===== src/rtl/dual_adc_channel_scan_sequencer_core_assert.svh =====
// ----------------------------------------------------------------------------
// Assertion macros for the channel scan sequencer
// Small wrappers for clocked implications on clk, gated off while rst is high.
// ----------------------------------------------------------------------------
`ifndef DUAL_ADC_CHANNEL_SCAN_SEQUENCER_CORE_ASSERT_SVH
`define DUAL_ADC_CHANNEL_SCAN_SEQUENCER_CORE_ASSERT_SVH

// Same-cycle implication.
`define DACSS_ASSERT_NOW(label, ante, cons) \
  label: assert property (@(posedge clk) disable iff (rst) (ante) |-> (cons)) \
    else $error("dacss: same-cycle check failed");

// Next-cycle implication.
`define DACSS_ASSERT_NEXT(label, ante, cons) \
  label: assert property (@(posedge clk) disable iff (rst) (ante) |=> (cons)) \
    else $error("dacss: next-cycle check failed");

`endif


===== src/rtl/dacss_pkg.sv =====
// ----------------------------------------------------------------------------
// Channel scan sequencer package
// Phase, command and code types, constants and the structs shared by modules.
// ----------------------------------------------------------------------------
package dacss_pkg;

  typedef enum logic [3:0] {
    PH_IDLE   = 4'd0,
    PH_OPEN   = 4'd1,
    PH_SETTLE = 4'd2,
    PH_TRIG   = 4'd3,
    PH_WAIT   = 4'd4,
    PH_READ_I = 4'd5,
    PH_READ_V = 4'd6,
    PH_CLOSE  = 4'd7,
    PH_HOLD   = 4'd8
  } phase_t;

  typedef enum logic [1:0] {
    ACT_TICK    = 2'd0,
    ACT_LOCK    = 2'd1,
    ACT_TRIGGER = 2'd2,
    ACT_RELEASE = 2'd3
  } action_t;

  typedef enum logic [1:0] {
    STORE_NONE    = 2'd0,
    STORE_CURRENT = 2'd1,
    STORE_VOLTAGE = 2'd2,
    STORE_BUILTIN = 2'd3
  } store_kind_t;

  typedef enum logic [1:0] {
    REINIT_NONE    = 2'd0,
    REINIT_CURRENT = 2'd1,
    REINIT_VOLTAGE = 2'd2
  } reinit_t;

  typedef enum logic [1:0] {
    CFG_CHANNEL_COUNT  = 2'd0,
    CFG_SETTLE_TICKS   = 2'd1,
    CFG_BUILTIN_MODE   = 2'd2,
    CFG_DISCHARGE_PARK = 2'd3
  } cfg_index_t;

  localparam logic [8:0] MISS_LIMIT    = 9'd255;
  localparam logic [8:0] MISS_MAX      = 9'd511;
  localparam logic [6:0] PARK_ADDR     = 7'h7F;
  localparam logic [3:0] BUILTIN_SPLIT = 4'd4;
  localparam logic [4:0] BUILTIN_COUNT = 5'd8;
  localparam logic [4:0] LAST_CHANNEL  = 5'd15;

  typedef struct packed {
    phase_t      phase;
    logic [3:0]  scan_channel;
    logic [15:0] settle_count;
    logic [8:0]  miss_count;
    logic        lock_mode;
    logic        lock_switched;
    logic [3:0]  locked_channel;
    logic [3:0]  saved_channel;
    logic        ready_flag;
    logic        suspend_flag;
  } seq_state_t;

  typedef struct packed {
    logic [4:0]  channel_count;
    logic [15:0] settle_ticks;
    logic        builtin_volt_mode;
    logic        discharge_park_enable;
  } seq_cfg_t;

  typedef struct packed {
    action_t     action;
    logic [3:0]  lock_channel;
    logic        ready_current_n;
    logic        ready_voltage_n;
    logic [23:0] sample_code;
  } step_in_t;

  typedef struct packed {
    logic        mux_open;
    logic [6:0]  mux_address;
    logic        trigger_convert;
    store_kind_t store_kind;
    logic [3:0]  store_channel;
    logic [23:0] store_code;
    reinit_t     reinit_converter;
    logic        suspend_aux;
    logic        lock_ready;
    phase_t      phase;
  } step_out_t;

endpackage


===== src/rtl/dacss_in_if.sv =====
// ----------------------------------------------------------------------------
// Request channel
// Valid/ready channel carrying one tick or command to the sequencer.
// ----------------------------------------------------------------------------
interface dacss_in_if;
  logic        valid;
  logic        ready;
  logic [1:0]  action;
  logic [3:0]  lock_channel;
  logic        ready_current_n;
  logic        ready_voltage_n;
  logic [23:0] sample_code;

  modport source (
    output valid, action, lock_channel, ready_current_n, ready_voltage_n, sample_code,
    input  ready
  );
  modport sink (
    input  valid, action, lock_channel, ready_current_n, ready_voltage_n, sample_code,
    output ready
  );
endinterface


===== src/rtl/dacss_out_if.sv =====
// ----------------------------------------------------------------------------
// Result channel
// Valid/ready channel carrying the mux, trigger and store actions of one step.
// ----------------------------------------------------------------------------
interface dacss_out_if;
  logic        valid;
  logic        ready;
  logic        mux_open;
  logic [6:0]  mux_address;
  logic        trigger_convert;
  logic [1:0]  store_kind;
  logic [3:0]  store_channel;
  logic [23:0] store_code;
  logic [1:0]  reinit_converter;
  logic        suspend_aux;
  logic        lock_ready;
  logic [3:0]  phase;

  modport source (
    output valid, mux_open, mux_address, trigger_convert, store_kind, store_channel,
           store_code, reinit_converter, suspend_aux, lock_ready, phase,
    input  ready
  );
  modport sink (
    input  valid, mux_open, mux_address, trigger_convert, store_kind, store_channel,
           store_code, reinit_converter, suspend_aux, lock_ready, phase,
    output ready
  );
endinterface


===== src/rtl/dual_adc_channel_scan_sequencer_core.sv =====
// ----------------------------------------------------------------------------
// Dual converter channel scan sequencer core
// Steps a mux scan with paired current/voltage conversions, one request a step.
// ----------------------------------------------------------------------------
// Usage: each request on the request channel is either a tick (action 0) or a
// lock command (enter, trigger, release). Every request yields exactly one
// response on the result channel, carrying the mux drive, the converter
// trigger, an optional store of a conversion code, a converter reinit code and
// the sequencer status (suspend, lock ready, phase) after that step.
// The response is registered twice: the request is held in the request
// register, then its step result in the result register, where it can be taken.
// Throughput, set by the single step of next-state logic between those two
// registers, is one request per cycle while the receiver takes each response.
// The request register accepts a new request while the result register still
// holds an untaken response, so a stalled receiver leaves room for one buffered request
// before ready drops; nothing is lost or repeated under any stall pattern.
// Reset (rst, synchronous) empties both registers, returns the sequencer to
// idle on channel 0 and loads the register defaults: 8 channels, settle of 8
// ticks, built-in voltage mode and discharge park off. Configuration writes
// take effect at the edge where cfg_write is high and are meant for idle time.
// ----------------------------------------------------------------------------
`include "dual_adc_channel_scan_sequencer_core_assert.svh"

module dual_adc_channel_scan_sequencer_core
  import dacss_pkg::*;
#(
  parameter int MAX_CHANNELS = 16
) (
  input  logic              clk,
  input  logic              rst,
  dacss_in_if.sink          request,
  dacss_out_if.source       result,
  input  logic              cfg_write,
  input  logic [1:0]        cfg_index,
  input  logic [15:0]       cfg_data
);

  // The scan wraps at the configured count (built-in count in built-in mode), clipped
  // to the channel capacity of the board and to the 16 slots a 4-bit channel number can name.
  localparam logic [4:0] CHANNEL_CAP = (MAX_CHANNELS < 16) ? 5'(MAX_CHANNELS) : 5'd16;

  seq_state_t st;
  seq_state_t st_next;
  seq_cfg_t   cfg;
  step_in_t   ir;
  logic       ir_valid;
  step_out_t  res;
  logic       res_valid;
  step_out_t  step_out;
  logic [4:0] raw_count;
  logic [4:0] eff_count;
  logic       adv;
  logic       fire;

  // The result register can take a new response when it is empty or its
  // current one is being taken this cycle; the request register drains into
  // it under the same condition.
  assign adv  = !res_valid || result.ready;
  assign fire = ir_valid && adv;
  assign request.ready = !ir_valid || adv;

  assign raw_count = cfg.builtin_volt_mode ? BUILTIN_COUNT : cfg.channel_count;
  assign eff_count = (raw_count > CHANNEL_CAP) ? CHANNEL_CAP : raw_count;

  dacss_step u_step (
    .st        (st),
    .cfg       (cfg),
    .eff_count (eff_count),
    .item      (ir),
    .st_next   (st_next),
    .out       (step_out)
  );

  // Control state, sequencer state and configuration.
  always_ff @(posedge clk) begin
    if (rst) begin
      ir_valid  <= 1'b0;
      res_valid <= 1'b0;
      st        <= '{phase: PH_IDLE, default: '0};
      cfg.channel_count         <= 5'd8;
      cfg.settle_ticks          <= 16'd8;
      cfg.builtin_volt_mode     <= 1'b0;
      cfg.discharge_park_enable <= 1'b0;
    end else begin
      if (request.ready) begin
        ir_valid <= request.valid;
      end
      if (adv) begin
        res_valid <= ir_valid;
      end
      if (fire) begin
        st <= st_next;
      end
      if (cfg_write) begin
        unique case (cfg_index_t'(cfg_index))
          CFG_CHANNEL_COUNT:  cfg.channel_count         <= cfg_data[4:0];
          CFG_SETTLE_TICKS:   cfg.settle_ticks          <= cfg_data;
          CFG_BUILTIN_MODE:   cfg.builtin_volt_mode     <= cfg_data[0];
          CFG_DISCHARGE_PARK: cfg.discharge_park_enable <= cfg_data[0];
          default: ;
        endcase
      end
    end
  end

  // Payload registers need no reset; they are qualified by the valid bits.
  always_ff @(posedge clk) begin
    if (request.valid && request.ready) begin
      ir.action          <= action_t'(request.action);
      ir.lock_channel    <= request.lock_channel;
      ir.ready_current_n <= request.ready_current_n;
      ir.ready_voltage_n <= request.ready_voltage_n;
      ir.sample_code     <= request.sample_code;
    end
    if (fire) begin
      res <= step_out;
    end
  end

  assign result.valid            = res_valid;
  assign result.mux_open         = res.mux_open;
  assign result.mux_address      = res.mux_address;
  assign result.trigger_convert  = res.trigger_convert;
  assign result.store_kind       = res.store_kind;
  assign result.store_channel    = res.store_channel;
  assign result.store_code       = res.store_code;
  assign result.reinit_converter = res.reinit_converter;
  assign result.suspend_aux      = res.suspend_aux;
  assign result.lock_ready       = res.lock_ready;
  assign result.phase            = res.phase;

  // A converter reinit always drops the sequencer back to idle.
  `DACSS_ASSERT_NOW(a_reinit_idles, res_valid && res.reinit_converter != REINIT_NONE, res.phase == PH_IDLE)
  // A trigger step leaves the sequencer waiting with a fresh miss count.
  `DACSS_ASSERT_NOW(a_trigger_clears, res_valid && res.trigger_convert, res.phase == PH_WAIT && st.miss_count == 9'd0)
  // Entering lock mode takes hold in the state after the step.
  `DACSS_ASSERT_NEXT(a_lock_enter, fire && ir.action == ACT_LOCK, st.lock_mode && st.suspend_flag)
  // A held request that cannot drain must not be overwritten.
  `DACSS_ASSERT_NOW(a_no_overrun, ir_valid && !adv, !request.ready)

endmodule


===== src/rtl/dacss_step.sv =====
// ----------------------------------------------------------------------------
// Sequencer step logic
// Next state and step outputs for one tick or command, purely combinational.
// ----------------------------------------------------------------------------
module dacss_step
  import dacss_pkg::*;
(
  input  seq_state_t st,
  input  seq_cfg_t   cfg,
  input  logic [4:0] eff_count,
  input  step_in_t   item,
  output seq_state_t st_next,
  output step_out_t  out
);

  logic [15:0] settle_inc;
  logic [8:0]  miss_inc;
  logic        miss_hit;
  logic [4:0]  chan_inc;
  logic [3:0]  chan_wrap;
  logic        upper_half;

  always_comb begin
    settle_inc = st.settle_count + 16'd1;
    miss_hit   = (st.miss_count >= MISS_LIMIT);
    miss_inc   = (st.miss_count < MISS_MAX) ? st.miss_count + 9'd1 : st.miss_count;
    chan_inc   = {1'b0, st.scan_channel} + 5'd1;
    chan_wrap  = (chan_inc >= eff_count || chan_inc > LAST_CHANNEL) ? 4'd0 : chan_inc[3:0];
    upper_half = cfg.builtin_volt_mode && (st.scan_channel >= BUILTIN_SPLIT);
  end

  always_comb begin
    st_next = st;
    out     = '0;

    unique case (item.action)
      ACT_LOCK: begin
        st_next.saved_channel  = st.scan_channel;
        st_next.locked_channel = item.lock_channel;
        st_next.lock_mode      = 1'b1;
        st_next.ready_flag     = 1'b0;
        st_next.suspend_flag   = 1'b1;
      end
      ACT_TRIGGER: begin
        st_next.phase = PH_TRIG;
      end
      ACT_RELEASE: begin
        st_next.scan_channel  = st.saved_channel;
        st_next.lock_mode     = 1'b0;
        st_next.lock_switched = 1'b0;
        st_next.phase         = PH_IDLE;
      end
      default: begin
        unique case (st.phase)
          PH_IDLE: begin
            st_next.phase        = PH_OPEN;
            st_next.settle_count = '0;
            st_next.scan_channel = '0;
          end
          PH_OPEN: begin
            st_next.settle_count = '0;
            st_next.phase        = PH_SETTLE;
            if (st.lock_mode) begin
              st_next.lock_switched = 1'b1;
              st_next.scan_channel  = st.locked_channel;
            end
            out.mux_open    = 1'b1;
            out.mux_address = {3'b000, st_next.scan_channel};
          end
          PH_SETTLE: begin
            st_next.settle_count = settle_inc;
            if (settle_inc >= cfg.settle_ticks) begin
              st_next.phase        = (st.lock_mode && st.lock_switched) ? PH_HOLD : PH_TRIG;
              st_next.settle_count = '0;
            end
          end
          PH_TRIG: begin
            st_next.suspend_flag = 1'b1;
            st_next.miss_count   = '0;
            st_next.phase        = PH_WAIT;
            out.trigger_convert  = 1'b1;
          end
          PH_WAIT: begin
            st_next.phase = PH_READ_I;
          end
          PH_READ_I: begin
            if (!item.ready_current_n) begin
              if (item.sample_code != 24'd0 && !upper_half) begin
                out.store_kind    = STORE_CURRENT;
                out.store_channel = st.scan_channel;
                out.store_code    = item.sample_code;
              end
              st_next.phase = PH_READ_V;
            end else begin
              st_next.miss_count = miss_inc;
              if (miss_hit) begin
                out.reinit_converter  = REINIT_CURRENT;
                st_next.scan_channel  = '0;
                st_next.saved_channel = '0;
                st_next.phase         = PH_IDLE;
                st_next.lock_mode     = 1'b0;
                st_next.lock_switched = 1'b0;
              end
            end
          end
          PH_READ_V: begin
            if (!item.ready_voltage_n) begin
              if (item.sample_code != 24'd0) begin
                if (upper_half) begin
                  out.store_kind    = STORE_BUILTIN;
                  out.store_channel = st.scan_channel - BUILTIN_SPLIT;
                end else begin
                  out.store_kind    = STORE_VOLTAGE;
                  out.store_channel = st.scan_channel;
                end
                out.store_code = item.sample_code;
              end
              st_next.phase = PH_CLOSE;
              if (cfg.discharge_park_enable && !st.lock_mode) begin
                out.mux_open    = 1'b1;
                out.mux_address = PARK_ADDR;
              end
            end else begin
              st_next.miss_count = miss_inc;
              if (miss_hit) begin
                out.reinit_converter  = REINIT_VOLTAGE;
                st_next.scan_channel  = '0;
                st_next.saved_channel = '0;
                st_next.phase         = PH_IDLE;
                st_next.lock_mode     = 1'b0;
                st_next.lock_switched = 1'b0;
              end
            end
          end
          PH_CLOSE: begin
            st_next.suspend_flag = 1'b0;
            if (!st.lock_mode) begin
              st_next.scan_channel = chan_wrap;
              st_next.phase        = PH_OPEN;
            end else if (st.ready_flag) begin
              st_next.phase = PH_HOLD;
            end else begin
              st_next.scan_channel = st.locked_channel;
              st_next.phase        = PH_OPEN;
            end
          end
          PH_HOLD: begin
            st_next.ready_flag = 1'b1;
          end
          default: begin
            st_next.phase = PH_IDLE;
          end
        endcase
      end
    endcase

    out.suspend_aux = st_next.suspend_flag;
    out.lock_ready  = st_next.ready_flag;
    out.phase       = st_next.phase;
  end

endmodule

===== src/flat_wrapper.sv =====
// flat-port wrapper written by rule: the top's interface ports become plain ports
module dual_adc_channel_scan_sequencer_core_flat import dacss_pkg::*;
#(
  parameter int MAX_CHANNELS = 16
)
  (clk, rst, cfg_write, cfg_index, cfg_data, request_valid, request_action, request_lock_channel, request_ready_current_n, request_ready_voltage_n, request_sample_code, request_ready, result_valid, result_mux_open, result_mux_address, result_trigger_convert, result_store_kind, result_store_channel, result_store_code, result_reinit_converter, result_suspend_aux, result_lock_ready, result_phase, result_ready);
  dacss_in_if request_i ();
  dacss_out_if result_i ();
  input  logic clk;
  input  logic rst;
  input  logic cfg_write;
  input  logic [1:0] cfg_index;
  input  logic [15:0] cfg_data;
  input wire logic [$bits(request_i.valid)-1:0] request_valid;
  input wire logic [$bits(request_i.action)-1:0] request_action;
  input wire logic [$bits(request_i.lock_channel)-1:0] request_lock_channel;
  input wire logic [$bits(request_i.ready_current_n)-1:0] request_ready_current_n;
  input wire logic [$bits(request_i.ready_voltage_n)-1:0] request_ready_voltage_n;
  input wire logic [$bits(request_i.sample_code)-1:0] request_sample_code;
  output wire logic [$bits(request_i.ready)-1:0] request_ready;
  output wire logic [$bits(result_i.valid)-1:0] result_valid;
  output wire logic [$bits(result_i.mux_open)-1:0] result_mux_open;
  output wire logic [$bits(result_i.mux_address)-1:0] result_mux_address;
  output wire logic [$bits(result_i.trigger_convert)-1:0] result_trigger_convert;
  output wire logic [$bits(result_i.store_kind)-1:0] result_store_kind;
  output wire logic [$bits(result_i.store_channel)-1:0] result_store_channel;
  output wire logic [$bits(result_i.store_code)-1:0] result_store_code;
  output wire logic [$bits(result_i.reinit_converter)-1:0] result_reinit_converter;
  output wire logic [$bits(result_i.suspend_aux)-1:0] result_suspend_aux;
  output wire logic [$bits(result_i.lock_ready)-1:0] result_lock_ready;
  output wire logic [$bits(result_i.phase)-1:0] result_phase;
  input wire logic [$bits(result_i.ready)-1:0] result_ready;
  assign request_i.valid = request_valid;
  assign request_i.action = request_action;
  assign request_i.lock_channel = request_lock_channel;
  assign request_i.ready_current_n = request_ready_current_n;
  assign request_i.ready_voltage_n = request_ready_voltage_n;
  assign request_i.sample_code = request_sample_code;
  assign request_ready = request_i.ready;
  assign result_valid = result_i.valid;
  assign result_mux_open = result_i.mux_open;
  assign result_mux_address = result_i.mux_address;
  assign result_trigger_convert = result_i.trigger_convert;
  assign result_store_kind = result_i.store_kind;
  assign result_store_channel = result_i.store_channel;
  assign result_store_code = result_i.store_code;
  assign result_reinit_converter = result_i.reinit_converter;
  assign result_suspend_aux = result_i.suspend_aux;
  assign result_lock_ready = result_i.lock_ready;
  assign result_phase = result_i.phase;
  assign result_i.ready = result_ready;
  dual_adc_channel_scan_sequencer_core #(.MAX_CHANNELS(MAX_CHANNELS)) u_core (.clk(clk), .rst(rst), .request(request_i), .result(result_i), .cfg_write(cfg_write), .cfg_index(cfg_index), .cfg_data(cfg_data));
endmodule

===== config.mk =====
export PLATFORM = sky130hd
export DESIGN_NAME = dual_adc_channel_scan_sequencer_core_flat
export DESIGN_NICKNAME = d
export VERILOG_FILES = /design/src/rtl/dacss_pkg.sv /design/src/rtl/dacss_in_if.sv /design/src/rtl/dacss_out_if.sv /design/src/rtl/dual_adc_channel_scan_sequencer_core.sv /design/src/rtl/dacss_step.sv /design/src/flat_wrapper.sv
export VERILOG_INCLUDE_DIRS = /design/src /design/src/rtl
export SDC_FILE = /design/constraint.sdc
export NUM_CORES = 1
export LEC_CHECK = 0
export ABC_AREA = 1
export BUFFER_PORTS_ARGS = -buffer_cell sky130_fd_sc_hd__buf_2
export CAP_MARGIN = 0
export CORE_MARGIN = 2
export CORE_UTILIZATION = 40
export CTS_CLUSTER_DIAMETER = 60
export DETAILED_ROUTE_END_ITERATION = 6
export GPL_ROUTABILITY_DRIVEN = 0
export PLACE_DENSITY = 0.6
export SETUP_SLACK_MARGIN = 0.05
export SYNTH_ARGS = -nofsm -noshare
export SYNTH_HDL_FRONTEND = slang
export SYNTH_SLANG_ARGS = --single-unit

===== constraint.sdc =====
create_clock -name clk -period 4.39 [get_ports clk]
set_input_delay 0.2195 -clock clk [delete_from_list [all_inputs] [get_ports clk]]
set_output_delay 0.2195 -clock clk [all_outputs]
set_load 0.01 [all_outputs]

## After elaboration in Yosys (flattened, before gate mapping)

Index checks and enable logic that the tools add are counted.

| word-level totals | value |
|---|---|
| bits in latches | 0 |
| memories kept | 0 |
| output and inout bits | 49 |
| bits in read-only memories | 0 |
| word-level logic and storage cells | 158 |
| memory bits (writable) | 0 |
| register bits after elaboration | 149 |
| input port bits | 55 |

| operators by class | value |
|---|---|
| multiply operators | 0 |
| shift operators | 0 |
| mux-type cells | 51 |
| equality and inequality tests | 24 |
| div/mod/pow operators | 0 |
| bitwise logic cells | 4 |
| reduce and logical (&&, ||, !) cells | 37 |
| $add $sub $neg | 4 |
| order comparisons | 7 |

Operator list:

| cell | count |
|---|---|
| two-way mux 30 bit | 3 |
| one-hot mux 32 bit (2 select lines) | 1 |
| two-way mux 4 bit | 13 |
| one-hot mux 4 bit (9 select lines) | 1 |
| two-way mux 8 bit | 4 |
| one-hot mux 16 bit (2 select lines) | 1 |
| two-way mux 29 bit | 1 |
| one-hot mux 9 bit (3 select lines) | 1 |
| nonzero test 24 bit | 1 |
| two-way mux 11 bit | 2 |
| one-hot mux 4 bit (5 select lines) | 1 |
| adder 16 x 1 -> 16 bit (second input constant) | 1 |
| equality test 4 x 3 -> 1 bit (second input constant) | 4 |
| >= comparator 16 bit | 1 |
| two-way mux 16 bit | 1 |
| one-hot mux 4 bit (2 select lines) | 2 |
| one-hot mux 8 bit (2 select lines) | 1 |
| two-way mux 5 bit | 3 |
| inequality test 3 x 2 -> 1 bit (second input constant) | 5 |
| AND reduction 5 bit | 3 |
| one-hot mux 4 bit (3 select lines) | 1 |
| one-hot mux 6 bit (2 select lines) | 1 |
| AND reduction 6 bit | 2 |
| AND reduction 2 bit | 5 |
| 35 further kinds | 68 |

## Longest topological paths before layout

Gate-level depths: netlist (run 1).

| depth | value |
|---|---|
| depth in word-level cells | 9 |
| depth in mapped cells | 20 |
| gate-level depth less buffers | 20 |

## By module

From an unflattened synthesis (run 1), not the netlist that was laid out.

| second synthesis, totals | value |
|---|---|
| cell total of the unflattened synthesis | 1131 |
| area total of the unflattened synthesis | 8590.7 µm² |

By module, submodules not included:

| module | seq. area each (µm²) | instances | area an instance (µm²) | cells each |
|---|---|---|---|---|
| dual_adc_channel_scan_sequencer_core | 3773.6 | 1 | 5500.3 | 541 |
| dacss_step | 0.0 | 1 | 3090.5 | 590 |

## Worst setup path after synthesis (run 1)

OpenSTA, ideal clock, no wires.

| path | value |
|---|---|
| path kind | register -> register |
| start point | reg u_core.st[21] (netlist name) |
| end point | reg u_core.st[34] (netlist name) |
| setup slack | 1696 ps |
| data required time | 4319 ps |
| buffers on the path | 1 |
| arrival time | 2623 ps |
| period minus slack after synthesis | 2694 ps |
| setup time | 71 ps |
| stages on the path, launching flop included | 18 |
| cells stage by stage | dfxtp_1 -> ha_1 -> nand3_1 -> nor3_2 -> nand3_1 -> nor2_1 -> xor2_1 -> ha_1 -> nand2_1 -> inv_1 -> nand3_1 -> inv_1 -> a21oi_1 -> nand3_2 -> nor3_4 -> buf_4 -> nand2_1 -> a21oi_1 |

| on the way | value |
|---|---|
| word-level cells in the longest chain between the ends | 4 |

RTL lines:

| what | RTL line | source |
|---|---|---|
| adder 16 x 1 -> 16 bit (*) | dacss_step.sv:24 | `settle_inc = st.settle_count + 16'd1;` |
| >= comparator 16 bit | dacss_step.sv:72 | `if (settle_inc >= cfg.settle_ticks) begin` |
| two-way mux 16 bit (*) | dacss_step.sv:72 |  |
| one-hot mux 16 bit (2 select lines) (*) | dacss_step.sv:54 | `unique case (st.phase)` |

Mark *: on every way between the ends. The rest lies on a longest branch, timed or not.
A chain may end at the register's enable or synchronous reset.

## Worst setup path after layout (run 1)

| path | value |
|---|---|
| start point | reg u_core.st[21] (netlist name) |
| end point | reg u_core.st[22] (netlist name) |

| on the way | value |
|---|---|
| word-level cells in the longest chain between the ends | 4 |

RTL lines:

| what | RTL line |
|---|---|
| adder 16 x 1 -> 16 bit (*) | dacss_step.sv:24 |
| >= comparator 16 bit | dacss_step.sv:72 |
| two-way mux 16 bit (*) | dacss_step.sv:72 |
| one-hot mux 16 bit (2 select lines) (*) | dacss_step.sv:54 |

Marked as above.

==> results of run 1 <==
==> layout make-up <==
| cell class | count | share of cell area (%) |
|---|---|---|
| Clock buffer | 17 | 4.88 |
| Clock inverter | 15 | 1.62 |
| Sequential cell | 147 | 42.6 |
| Multi-Input combinational cell | 556 | 33.7 |
| Tap cell | 225 | 3.23 |
| Timing Repair Buffer | 138 | 9.84 |
| Inverter | 93 | 4.12 |
==> registers in the layout, summed over array words and instances, names as in the netlist, 2 cells and up <==
name                            count
u_core.result.store_kind            2
u_core.st                          45
u_core.result.reinit_converter      2
u_core.result.mux_address           5
u_core.cfg                         23
u_core.result.store_channel         4
u_core.result.store_code           24
u_core.result.phase                 4
u_core.ir                          32
==> layer usage <==
metal  vias up  wire length [um]
met5         -                 0
li1       2999                 -
met2       164              7080
met1      2581              7520
met4         0               314
met3        22               967
==> cell families after synthesis <==
group,Yosys count,share of synthesized area (%)
xor gates and xnor gates,21,2.57
AOI/OAI and AO/OA,138,10.2
and+or+nand+nor,365,22.8
adders and majority gates,32,5.60
buffers and inverters,121,6.90
DFF,147,51.9
==> worst paths after layout <==
kind              slack (ns)              to  cells past startpoint
setup / recovery        1.24   u_core.st[22]                     16
hold / removal          0.03  u_core.cfg[21]                      3
setup reg to reg        1.24   u_core.st[22]                     16
hold reg to reg         0.45  u_core.cfg[21]                      2
==> through the flow <==
step	cells	utilization, %	worst slack [ns]	cell area (um^2)	hold WS (ns)
after floorplan	824	-	1.70	7150	0.318
after global placement	1127	45.1	1.32	7840	0.397
after detailed placement	1127	45.1	1.24	7840	0.398
after CTS	1191	50.3	1.21	8720	0.00957
after global routing	1191	50.3	0.866	8720	0.0291
final	1191	50.3	1.24	8720	0.0263
==> worst max-delay path, stage by stage (launching register included) <==
cell	delay, ns
dfxtp_1	0.41
ha_1	0.21
nand3_1	0.16
nor3_2	0.28
nand3_1	0.15
nor2_1	0.13
xor2_1	0.20
ha_1	0.25
nand2_1	0.07
inv_1	0.04
nand3_1	0.08
inv_1	0.04
a21oi_1	0.21
nand3_2	0.15
nor3_4	0.42
nand2_1	0.09
a21oi_1	0.15
==> power by group <==
group	internal (mW)	leakage [nW]	switching (mW)	total, mW
Clock	0.748	0.271	0.637	1.39
Combinational	0.100	2.12	0.167	0.267
Sequential	1.50	1.34	0.0275	1.53
==> cells in the mapped netlist (all sizes together), types with 13 or more instances <==
master  number  share of area (%)
a21oi       85                6.0
buf         15                1.2
clkbuf      13               0.68
dfxtp       70                 20
edfxtp      77                 32
ha          32                5.6
inv         91                4.9
nand2      186                 10
nand3       51                4.0
nor2        91                4.9
nor3        16                1.8
o21ai       42                2.9
xor2        16                2.0
==> results, run 1 <==
- The final route contains approximately 5800 vias.
- The clock input transition at the sequential cells of the worst setup and hold paths is 0.07 ns.
- The global-route track usage on met2 is 27.5%.
- The instance count of the mapped netlist is 824.
- The count of filler cells inserted in the layout is 1670.
- The overall routing resource usage is 17.5%.
- The core region is 17400 um^2.
- TritonCTS built the clock tree.
- The final-report hold violation count came to 0.
- Leaving out fill and tap cells, the most frequent cell in the layout is nand2_1.
- The number of buffers inserted during clock tree synthesis is 17.
- In the synthesized netlist the async set-or-reset flop fraction comes to 0%.
- Subtracting the final worst setup slack from the clock period gives 3.15 ns.
- The startpoint identified for the worst register-to-register timing path is u_core.st[21].
- For this run, the post-layout net count is 1040.
- The wire length per cell after detailed routing is 13.3 um.
- The cell area that synthesis handed to floorplanning was 7150 um^2.
- The initial DRC count is 235.
- The top cell types in the final layout, fill and taps aside, are nand2_1 (182), buf_2 (103), nor2_1 (88), a21oi_1 (84), inv_1 (82).
- The routing usage on met1 is between 20% and 30%.
- The number of global-route vias before repair was roughly 5200.
- The critical hold path startpoint is cfg_data[3].
- A synthesized cell averages 8.68 um^2.
- The post-synthesis to final-layout area growth is 22.0%.
- The diode insertion count for antenna repair is 0.
- Setup repair after global routing left no endpoint under its margin.
- The sequential cell area fraction in the yosys report is 51.9%.
- In this run the power density over the cells is 364 nW/um^2.
- The count of H-tree levels built during CTS is 4.
- The multi-input gate area in the final layout is approximately 2900 um^2.
- The post-cts resize count is 0.
- Buffers inserted to repair hold after CTS numbered 32.
- STA puts the critical path data required time at 4.74 ns.
- The total number of placement rows is 48.
- The clock latency on the worst-skew pair is 0.43 ns.
- The cell sitting at the root of the clock tree is a clkbuf_16.
- Dividing the detail-routed via count by the number of cells gives 4.84.
- The number of different library cells used by synthesis comes to 46.
- The die area is 19000 um^2.
- The final critical-path share of the clock period is 71.7%.
- The starting utilization of the core area is 41.2%.
- In the final timing run, aggregate negative setup slack is 0 ns.
- The peak ir drop on the vdd network is between 200 and 300 uV.
- Derived from the worst setup path, the maximum achievable clock frequency is 0.318 GHz.
- Power comes to 3.18 mW.
- For met3 alone, demand over resource in global routing was 4.34%.
- The final global-route overflow total is 0.
- The count of nets left with antenna violations once routing finished came out at 0.
- The yosys synthesis warning count is 0.
- Registers take ~3700 um^2.
- The width of the chip is 138 um.
- The endpoint type of the worst setup path is a register.
- The largest net degree at the start of global routing is 39.
- Wires add up to about 16000 um.
- The class of the tightest hold or removal check is input port to register.
- The maximum buffer depth of the clock tree is 2.
- The net count after synthesis is between 900 and 1000.
- The origin of the worst setup path is u_core.st[21].
- During placement, the flow inserted port buffers numbering roughly 100.
- Along the worst path, the maximum fanout reaches 13.
- For this design the top-level I/O count stands at ~100.
- The data arrival at the endpoint of the critical path is between 3 and 4 ns.
- For this run, design rule violations remaining after detail routing come to 0.
- In this run the post-CTS setup repair buffer count came out at 0.
- Cells with a size suffix above 1 make up approximately 17% of the layout.
- For the final database, setup skew stands at 0.0106 ns.
- The clock drives between 100 and 150 sinks.
- The tool flagged a number of max-cap violations equal to 0.
- The final setup violation count is 0.
- The first detailed-routing pass ran for 4 iterations.
- The worst-case headroom to the max-slew limit is a little under two fifths.
- The prevailing post-synth register cell is edfxtp_1.
- The actual transition at the worst max-transition pin is 0.945 ns.
- The leakage dissipation is 3.73 nW.
- The startpoint type of the worst setup path is a register.
- The synthesized design contains around 150 register bits.
- The flow ran to the end, and the final reports show no timing, DRC or antenna violations.
- The global-route layer with the greatest usage is met2.
- The setup path with the least slack is of type register to register.
- The final number of max-transition violations came to 0.
- The floorplan step set the die height to about 140 um.
- The estimated wirelength of the detail-placed design is 11400 um.
- Counting flops with a built-in enable in the synthesized netlist gives 77.
- The number of antenna violations at the first check in global routing is 0.
- The first global-routing pass estimated roughly 26000 um of wire.
Power figures use the tool's default switching activity.
==> run 2: changes to the inputs <==
--- a/config.mk
+++ b/config.mk
@@ -14,7 +14,7 @@
 export CTS_CLUSTER_DIAMETER = 60
 export DETAILED_ROUTE_END_ITERATION = 6
 export GPL_ROUTABILITY_DRIVEN = 0
-export PLACE_DENSITY = 0.6
+export PLACE_DENSITY = 0.63
 export SETUP_SLACK_MARGIN = 0.05
 export SYNTH_ARGS = -nofsm -noshare
 export SYNTH_HDL_FRONTEND = slang
==> constraint.sdc (replaced) <==
create_clock -name clk -period 2.7 [get_ports clk]
set_input_delay 0.135 -clock clk [delete_from_list [all_inputs] [get_ports clk]]
set_output_delay 0.135 -clock clk [all_outputs]
set_load 0.01 [all_outputs]
==> results, run 2 (synthesized netlist as in run 1, its figures left out) <==
- The run finished, with violations left.
- The final reports fail on negative setup slack.
- Counting the fill cells in the layout gives between 1500 and 2000.
- The starting utilization of the core area is 41.2%.
- The buffers plus inverters on the worst setup path is 2.
- The region available for standard cell placement spans 17400 um^2.
- The die is 138 um wide.
- The CTS tree is built.
- Global routing finished with a remaining overflow of 0.
- Cell internal power was estimated by the tool at 3.85 mW.
- The area used by sequential logic in the layout is 3730 um^2.
- The number of placed instances, taps included, is about 1100.
- The data arrival at the endpoint of the critical path is between 3 and 4 ns.
- The largest register by flop count is u_core.st.
- The highest attainable clock frequency is 0.361 GHz.
- The net load switching power is 1.37 mW.
- The clock latency on the worst-skew pair is 0.43 ns.
- The first detailed-routing pass took 4 iterations.
- The number of global-route vias before repair was about 5500.
- The leakage dissipation is 4.02 nW.
- The fraction of power spent switching nets is about a quarter.
- TritonCTS created 17 clock buffers.
- The chip height is 138 um.
- The depth of the critical timing path with buffers and inverters included is 16.
- Max-cap violations in this run came to 0.
- The critical path endpoint is u_core.st[35].
- For this block, the initial DRC count from the detailed router was 326.
- The number of nets in the final layout is 1082.
- The register with the most flip-flops in the layout has 45 of them.
- Entering global routing, the biggest net connects 38 pins.
- The via count of the routed design is 6097.
- The signal on the critical path passes through nand2_2 -> nor3_2 -> nand2_2 -> nor3_4 -> nand3_2 -> xnor2_2 -> ha_1 -> a21oi_2 -> o21ai_1 -> a21oi_2 -> nand3_2 -> nor3_4 -> buf_6 -> buf_16 -> nand2_1 -> a21oi_1.
- The clock passes through at most 2 buffers.
- The wire length of the first global-routing pass is 26500 um.
- The number of antenna violations at the first check in global routing is 0.
- After layout, the worst path uses 102% of the clock period.
- CTS built an H-tree with a depth of 4.
- Combinational cells account for under 10% of the total power.
- Of the cells placed in the final design, the portion with a size suffix greater than 1 is 23.2%.
- The count of cells along the worst register-to-register path is 16.
- The cell depth of the worst hold path is 3.
- The final routed DRC violation total is 0.
- Setup repair after global routing could not meet its margin everywhere.
- The most critical setup path has its startpoint at u_core.st[27].
- Global routing used 18.1% of the available tracks.
- Summing all non-filler instances in the final layout gives an area of 9280 um^2.
- The multi-input gate area in the final layout is about 3100 um^2.
- 104 I/O pins were placed.
- The areal power density over the cells is 563 nW/um^2.
- The share of power burned in the clock network is 43.3%.
- The required time of the worst setup path is 3.06 ns.
- The final-report hold violation count is 0.
- The startpoint type of the worst setup path is a register.
- Across the routed clock network, the largest skew measured is approximately 0.01 ns.
- After layout, the worst setup slack is -0.0670 ns.
- The endpoint type of the worst setup path is a register.
- Summed over all nets, the half-perimeter wirelength after detailed placement is 11400 um.
- The clock sink count is 147.
- The final number of max-transition violations is 0.
- 0 antenna diodes ended up in the layout.
- The number of standard cells in the layout, taps in and fillers out is around 1200.
- Summing all placed instances gives a cell area of 7990 um^2.
- The top cell types in the final layout, fill and taps aside, are nand2_1 (174), buf_2 (103), nor2_1 (84), inv_1 (78), a21oi_1 (78).
- The launching point of the worst reg2reg path is u_core.st[27].
- The final period demand of the worst path is 2.77 ns.
- The detail route stage leaves a number of antenna-violating nets equal to 0.
- The cell at the root of the clock tree is clkbuf_16.
- In this run the worst hold path is classified as input port to register.
- The highest-delay cell along the critical path is dfxtp_4.
- The average vias per placed instance is 4.94.
- The worst-case headroom to the max-slew limit is 35.4%.
- The design draws 5.22 mW.
- The most common library cell in the layout ignoring fill and taps is nand2_1.
- Across all register-to-register paths, the minimum setup slack is -0.07 ns.
- Wires add up to 16500 um.
- The post-synthesis to final-layout area growth is 29.8%.
- Clock-pin slew was measured on the worst setup and hold paths at 0.07 ns.
- Of all nets on the critical path, the largest fanout is 6.
- For this run, the slowest stage of the critical path takes between 0.3 and 0.4 ns.
- The total number of placement rows is 48.
- The wire length per cell after detailed routing is 13.4 um.
- Broken down by cell family, the worst path's largest delay share belongs to simple AND/OR/NAND/NOR gates.
- The end of the worst register-to-register path is u_core.st[35].
- The setup path with the least slack is of type register to register.
- The die covers 19000 um^2.
- For the pin with the worst max-slew slack, the measured transition is 0.967 ns.
- The number of port buffers is 103.
- IR analysis of the VDD net gives a maximum drop of 490 uV.
- The sequential power share is 47.5%.
- Setup violations remaining at the end of the flow were counted as 8.
run 2: area by class of cell:
cell class | count | area share [%]
multi-input cells | 556 | 33.5
clock buffers | 17 | 4.59
repair buffers | 180 | 13.4
well taps | 225 | 3.03
flip-flops and latches | 147 | 40.2
inverters | 93 | 3.87
clock inverters | 15 | 1.47
run 2: power groups by stage:
| stage | clock (mW) | combinational, mW | sequential [mW] |
|---|---|---|---|
| after global placement | 0 | 0.406 | 2.53 |
| after detailed placement | 0 | 0.409 | 2.53 |
| after floorplan | 0 | 0.256 | 2.53 |
| after global routing | 2.40 | 0.542 | 2.49 |
| after CTS | 2.31 | 0.473 | 2.48 |
| final | 2.26 | 0.477 | 2.48 |
run 2: what timing repair did:
| item | in CTS | in global routing |
|---|---|---|
| endpoints found under the setup margin | 19 | 22 |
| buffers inserted | 4 | 3 |
| endpoints found under the hold margin | 49 | 0 |
| cloned | 1 | 0 |
| pin swaps | 0 | 21 |
| resized for setup | 21 | 33 |
| hold buffers | 48 | 0 |
run 2: per-stage QoR:
stage / util [%] / hold WS [ns] / TNS [ns] / worst slack [ns]
finish: 53.4 / 0.0219 / -0.416 / -0.0670
global route: 53.4 / 0.0385 / -4.60 / -0.299
CTS: 52.8 / 0.00924 / 0 / 0.0172
detailed placement: 46.0 / 0.313 / -0.0753 / -0.0142
global placement: 46.0 / 0.312 / 0 / 0.0410
floorplan: - / 0.234 / 0 / 0.0541
run 2: worst min-delay path, delay by kind of cell:
family,cells,cell delay (ns)
buffers and inverters,1,0.10
AOI/OAI and AO/OA,2,0.18
run 2: routing by layer:
| layer | vias up | GRT usage [%] | routed length (um) |
|---|---|---|---|
| met5 | - | 0 | 0 |
| met4 | 0 | 7.14 | 332 |
| met3 | 25 | 3.94 | 1060 |
| li1 | 3095 | - | - |
| met2 | 187 | 28.1 | 7350 |
| met1 | 2790 | 24.6 | 7800 |
run 2: how the worst min path moves through the flow:
stage / startpoint / to / slack [ns]
floorplan: request_sample_code[0] / u_core.ir[0] / 0.23
global placement: request_sample_code[3] / u_core.ir[3] / 0.31
detailed placement: request_action[1] / u_core.ir[31] / 0.31
CTS: cfg_data[4] / u_core.cfg[22] / 0.009
global route: cfg_data[4] / u_core.cfg[22] / 0.04
finish: cfg_data[4] / u_core.cfg[6] / 0.02
